==> config.mk <==
export PLATFORM = sky130hd
export DESIGN_NAME = ght_pick
export DESIGN_NICKNAME = d
export VERILOG_FILES = /design/src/rtl/core/ght_pkg.sv /design/src/rtl/core/ght_pick.sv
export SDC_FILE = /design/constraint.sdc
export NUM_CORES = 1
export LEC_CHECK = 0
export ABC_AREA = 1
export BUFFER_PORTS_ARGS = -buffer_cell sky130_fd_sc_hd__buf_2
export CAP_MARGIN = 20
export CORE_AREA = 2 2 39 41
export DETAILED_ROUTE_END_ITERATION = 7
export DIE_AREA = 0 0 41 43
export PLACE_DENSITY = 0.66
export SLEW_MARGIN = 20
export SYNTH_ARGS = -nofsm -noshare
export SYNTH_HDL_FRONTEND = slang
export SYNTH_SLANG_ARGS = --single-unit
export TNS_END_PERCENT = 30
==> constraint.sdc <==
create_clock -name vclk -period 1.7
set_input_delay 0.255 -clock vclk [all_inputs]
set_output_delay 0.255 -clock vclk [all_outputs]
set_load 0.1 [all_outputs]
==> src/rtl/core/ght_pkg.sv <==
// shared constants, codes and types of the generational handle table
`timescale 1ns / 1ps

package ght_pkg;

  // table size and handle layout
  localparam int unsigned SLOT_COUNT   = 1024;
  localparam int unsigned IDX_W        = 10;
  localparam int unsigned GEN_W        = 32;
  localparam int unsigned VALUE_W      = 31;
  localparam int unsigned HANDLE_W     = 64;
  localparam int unsigned OUT_HANDLE_W = 63;
  localparam int unsigned TAG_W        = 16;
  localparam int unsigned TAG_LSB      = 48;
  localparam logic [TAG_W-1:0] HANDLE_TAG = 16'h4656;
  localparam int unsigned PAD_W = OUT_HANDLE_W - (TAG_W - 1) - GEN_W - IDX_W;

  // valid marks are packed into rows of ROW_W bits
  localparam int unsigned ROW_W   = 32;
  localparam int unsigned ROW_LOG = 5;
  localparam int unsigned ROWF_W  = IDX_W - ROW_LOG;
  localparam int unsigned ROWS    = (SLOT_COUNT + ROW_W - 1) / ROW_W;
  localparam int unsigned ROW_AW  = (ROWS > 1) ? $clog2(ROWS) : 1;
  localparam int unsigned SLOT_AW = $clog2(SLOT_COUNT);
  localparam int unsigned CNT_W   = IDX_W + 1;
  localparam int unsigned ENTRY_W = GEN_W + VALUE_W;

  typedef enum logic [1:0] {
    OP_ALLOC   = 2'd0,
    OP_LOOKUP  = 2'd1,
    OP_RELEASE = 2'd2
  } ght_op_e;

  typedef enum logic [1:0] {
    STATUS_OK    = 2'd0,
    STATUS_FULL  = 2'd1,
    STATUS_STALE = 2'd2
  } ght_status_e;

  typedef enum logic [2:0] {
    ST_IDLE,
    ST_PICK,
    ST_ALLOC,
    ST_CHECK,
    ST_REPLY
  } ght_state_e;

  typedef struct packed {
    logic               found;
    logic [ROW_LOG-1:0] idx;
  } ght_pick_t;

endpackage

==> src/rtl/core/ght_pick.sv <==
// lowest-clear-bit priority encoder over one row of occupancy bits
`timescale 1ns / 1ps

module ght_pick (
  input  logic [ght_pkg::ROW_W-1:0] used_i,
  output ght_pkg::ght_pick_t        pick_o
);

  always_comb begin
    pick_o = '0;
    for (int b = ght_pkg::ROW_W - 1; b >= 0; b--) begin
      if (!used_i[b]) begin
        pick_o.found = 1'b1;
        pick_o.idx   = ght_pkg::ROW_LOG'(b);
      end
    end
  end

endmodule
==> results of run 1 <==
==> worst max-delay path: cells and delay by family <==
family                 cells  cell delay, ns
buffers and inverters      3            0.30
AND/OR/NAND/NOR           27            1.26
AO/OA/AOI/OAI              1            0.14
==> placed cells by master, fill, tap and decap left out <==
cell | netlist | layout
nand2_2 | 0 | 1
a211oi_1 | 2 | 1
inv_2 | 0 | 1
a21oi_4 | 0 | 2
a31oi_1 | 2 | 2
nand4_1 | 4 | 4
buf_4 | 0 | 9
nand3_1 | 4 | 4
a21boi_2 | 0 | 1
inv_1 | 5 | 4
o21a_1 | 1 | 1
a211oi_2 | 0 | 1
buf_6 | 0 | 1
buf_2 | 0 | 31
o211ai_1 | 1 | 1
buf_12 | 0 | 5
nor2_1 | 12 | 12
nand2_1 | 43 | 42
o21ai_0 | 1 | 1
==> synth_stat cells <==
cell type  number
a21oi_2         1
nor2_1         12
a211oi_1        2
inv_1           5
a21boi_0        1
nand3_1         4
a21oi_1         1
nand4_1         4
o21a_1          1
o21ai_0         1
nand2_1        43
o211ai_1        1
a31oi_1         2
==> cell type report <==
| cell class | count | area [sq um] | share of cell area [%] |
|---|---|---|---|
| tap | 16 | 20.0 | 2.77 |
| inverter | 5 | 18.8 | 2.60 |
| multi-input combinational | 73 | 350 | 48.4 |
| timing repair buffer | 46 | 334 | 46.2 |
==> through the flow <==
stage	power, mW	cell area [sq um]
floorplan	0.0759	367
CTS	0.165	721
finish	0.163	723
global placement	0.159	712
detailed placement	0.162	712
global route	0.182	723
==> worst paths after layout <==
kind | end | depth (start not counted) | slack (ns)
worst min-delay path | pick_o[1] | 3 | 0.85
worst max-delay path | pick_o[0] | 31 | -0.51
==> layer usage <==
layer | vias to the layer above | GRT usage (%) | wire, um
met1 | 257 | 14.9 | 401
met4 | 0 | 0 | 0
met3 | 0 | 0 | 105
li1 | 349 | - | -
met5 | - | 0 | 0
met2 | 26 | 25.9 | 496
==> report_power, final <==
part | internal (mW) | switching [mW] | leakage [nW]
registers | 0 | 0 | 0
clock network | 0 | 0 | 0
logic | 0.0762 | 0.0864 | 0.383
total | 0.0762 | 0.0864 | 0.383
==> cell families (layout without fill, tap and decap cells) <==
group	Yosys count	in the layout	synth area share (%)
AND/OR/NAND/NOR	63	63	74.2
AO/OA/AOI/OAI	10	10	20.3
buffers and inverters	5	51	5.54
==> repair_timing <==
action,in CTS,in global routing
setup endpoints to repair,2,3
resized for setup,3,2
hold endpoints to repair,0,0
==> summary.txt, run 1 <==
STA
  • Final Worst Setup Slack: -0.508 ns
  • Rel. slew slack: 78.4%
  • Setup TNS: -0.852 ns
  • Final Hold Fails: 0
  • Final setup fails: 2
  • RSZ-0062 raised after global routing: yes
  • Slew @ Worst Pin: 0.320 ns
  • Hold slack: 0.853 ns
  • Slew Viols, Final: 0
  • Period utilisation layout: 130%
  • Max frequency: 453 MHz
  • Tmin final: 2.21 ns

Global routing
  • Overall routing resource usage: 13.0%
  • Initial antenna violation count: 0
  • Total gr overflow: 0
  • Largest net degree at the start of global routing: 5
  • First-pass GRT wire length: 1.77 mm
  • Number of global-route vias before repair: about 550

Routing
  • Detail-routed net length per standard cell: 7.16 um
  • Total number of vias: between 600 and 700
  • Initial DRC Count: 3
  • DRC viols: 0
  • Drt pass-1 iters: 2
  • Detailed Route WL: 1.00 mm
  • Detail Route Antenna Nets: 0
  • Vias per cell: 4.51

Final layout
  • Share of layout cells above drive strength 1: 41.9%
  • Fill cell count: around 160
  • Area Overhead vs Synth: 113%
  • Util after Layout: 52.3%
  • Sequential Area: 0 sq um
  • Ant. Diodes: 0
  • FFs & Latches: 0
  • Layout Cells excl Fill: 140
  • Final nets: 158
  • Clock buffers: 0

Placement
  • Routability cong.: 0.636
  • Placed insts: 140
  • DP Worst Slack: -0.567 ns
  • Buffers on Ports: 38
  • DP Wirelength: 962 um

Flow run
  • Max cap viols: 0

Worst setup path
  • CP peak stage delay: around 0.18 ns
  • Critical path class: in -> out
  • Crit path DAT: 1.95 ns
  • Crit path launch type: input port
  • Crit Path Max Fanout: 2
  • Setup crit start: used_i[31]
  • CP dominant cell by count: nand2_1
  • CP Capture Type: output pin
  • CP required: 1.44 ns
  • CP max-delay cell: buf_12

Synth
  • Post-synth top area cell: nand2_1
  • Sequential area share after synthesis: 0%
  • Mapped cell area: ~340 sq um
  • Mapped Cells: 78
  • Synth warnings: 0
  • Synth area leaders: nand2_1 48%, nor2_1 13%, nand4_1 7.4%
  • Post-Syn Nets: 110
  • Library cells used by synthesis: 13
  • Yosys top cell area share: 47.6%
  • Syn avg cell area: roughly 4.3 sq um

Min path
  • Worst min-delay path class: in -> out
  • Hold Crit Start: used_i[2]

Floorplan
  • Core Area: about 0.0014 sq mm
  • Die Y: 43 um
  • Initial Util: 24.5%
  • I/O pins: 38
  • Die ar.: ~0.0018 sq mm
  • Row cnt: 14
  • Die Width: 41 um

Pwr
  • Leak: 0.383 nW
  • Worst vdd ir: 73.9 uV
  • Pwr per Cell Area: 225 mW/mm^2

Status
  • Failing checks: negative setup slack
  • Outcome: finished with violations

Clock network
  • Hold_buf cts: 0
  • Setup bufs post-CTS: 0
No activity file was read; power rests on OpenSTA's default activity.
==> inputs of run 2 (changes only) <==
RECOVER_POWER = 25   (was default)
==> summary.txt, run 2 (synthesized netlist as in run 1, its figures left out) <==
Pwr
  • Combinational share of power: 100.0%
  • Leak: 0.383 nW
  • Switch Pwr: 0.0863 mW
  • Sequential power share: 0%
  • Pwr per Cell Area: 226 mW/mm^2
  • Cell Int Power: around 0.076 mW
  • Total power: 0.162 mW
  • Worst vdd ir: 73.9 uV
  • Sw Share: 53.1%
  • Clock share of power: 0%

Worst setup path
  • Setup crit start: used_i[31]
  • CP dominant cell by count: nand2_1
  • Crit Path Max Fanout: 2
  • CP required: roughly 1.4 ns
  • Critical path class: in -> out
  • CP endpoint: pick_o[0]
  • CP Capture Type: output pin
  • Crit path DAT: roughly 2.0 ns
  • Crit path buffers/inverters: 3
  • Crit-path leading delay family: simple AND/OR/NAND/NOR gates
  • Crit path launch type: input port
  • CP peak stage delay: 0.18 ns
  • Critical path depth: 31
  • CP max-delay cell: buf_12

Status
  • Failing checks: negative setup slack
  • Outcome: finished with violations

Global routing
  • Total gr overflow: 0
  • Number of global-route vias before repair: 545
  • Initial antenna violation count: 0
  • First-pass GRT wire length: 1.77 mm
  • Largest net degree at the start of global routing: 5
  • Overall routing resource usage: 13.0%

Final layout
  • Most common cell after layout, fill and taps aside: nand2_1
  • Fill cell count: approximately 160
  • Area Overhead vs Synth: 112%
  • Util after Layout: 52.0%
  • Clock buffers: 0
  • Layout Cells excl Fill: 140
  • Final instance area: 719 sq um
  • Most frequent cells in the layout: 42 x nand2_1, 31 x buf_2, 12 x nor2_1, 9 x buf_4, 5 x buf_12
  • FFs & Latches: 0
  • Share of layout cells above drive strength 1: around two fifths
  • Ant. Diodes: 0
  • Sequential Area: 0 sq um
  • Final nets: 158

STA
  • Period utilisation layout: 130%
  • Setup TNS: -0.852 ns
  • Final Hold Fails: 0
  • Hold slack: 0.853 ns
  • Final Worst Setup Slack: -0.508 ns
  • Final setup fails: 2
  • Rel. slew slack: 78.4%
  • RSZ-0062 raised after global routing: yes
  • Tmin final: 2.21 ns
  • Slew Viols, Final: 0
  • Slew @ Worst Pin: 0.320 ns
  • Max frequency: 453 MHz

Floorplan
  • Core Area: 0.00138 sq mm
  • Die ar.: roughly 0.0018 sq mm
  • Die Y: around 43 um
  • I/O pins: 38
  • Initial Util: 24.5%
  • Row cnt: 14
  • Die Width: 41 um

Routing
  • Drt pass-1 iters: 2
  • Vias per cell: between 4 and 5
  • DRC viols: 0
  • Initial DRC Count: 3
  • Total number of vias: 632
  • Detailed Route WL: 1.00 mm
  • Detail-routed net length per standard cell: 7.17 um
  • Detail Route Antenna Nets: 0

Clock network
  • Setup bufs post-CTS: 0
  • Hold_buf cts: 0

Placement
  • Placed cell areas: a little over 700 sq um
  • DP Wirelength: 962 um
  • Buffers on Ports: 38
  • Placed insts: 140
  • DP Worst Slack: -0.567 ns
  • Routability cong.: 0.636

Min path
  • Worst min-delay path class: in -> out

Flow run
  • Max cap viols: 0
run 2: cell count changes in the layout (fill, tap and decap cells not counted):
| cell | delta |
|---|---|
| a21boi_1 | +1 |
| a21boi_2 | -1 |
run 2: metal layers:
metal	global-route usage, %	routed length (um)	vias to the layer above
li1	-	-	349
met1	14.9	403	257
met2	25.9	495	26
met3	0	105	0
met4	0	0	0
met5	0	0	-
run 2: power by group through the flow:
stage	Combinational [mW]	Sequential, mW	Clock [mW]
floorplan	0.0759	0	0
global placement	0.159	0	0
detailed placement	0.162	0	0
CTS	0.165	0	0
global route	0.182	0	0
finish	0.162	0	0
run 2: timing repair:
action / CTS / global route
gates cloned: 0 / 0
endpoints found under the setup margin: 2 / 3
resized for setup: 3 / 2
run 2: worst min-delay path by stage:
stage              start   endpoint  slack [ns]  cells past startpoint
6_report       used_i[2]  pick_o[1]        0.85                      3
2_1_floorplan  used_i[2]  pick_o[1]        0.68                      1
3_3_place_gp   used_i[2]  pick_o[1]        0.85                      3
5_1_grt        used_i[2]  pick_o[1]        0.88                      3
3_5_place_dp   used_i[2]  pick_o[1]        0.86                      3
4_1_cts        used_i[2]  pick_o[1]        0.86                      3
run 2: layout make-up:
class / count / area (sq um) / area share [%]
Inverter: 5 / 18.8 / 2.61
Tap cell: 16 / 20.0 / 2.78
Multi-Input combinational cell: 73 / 347 / 48.2
Timing Repair Buffer: 46 / 334 / 46.4
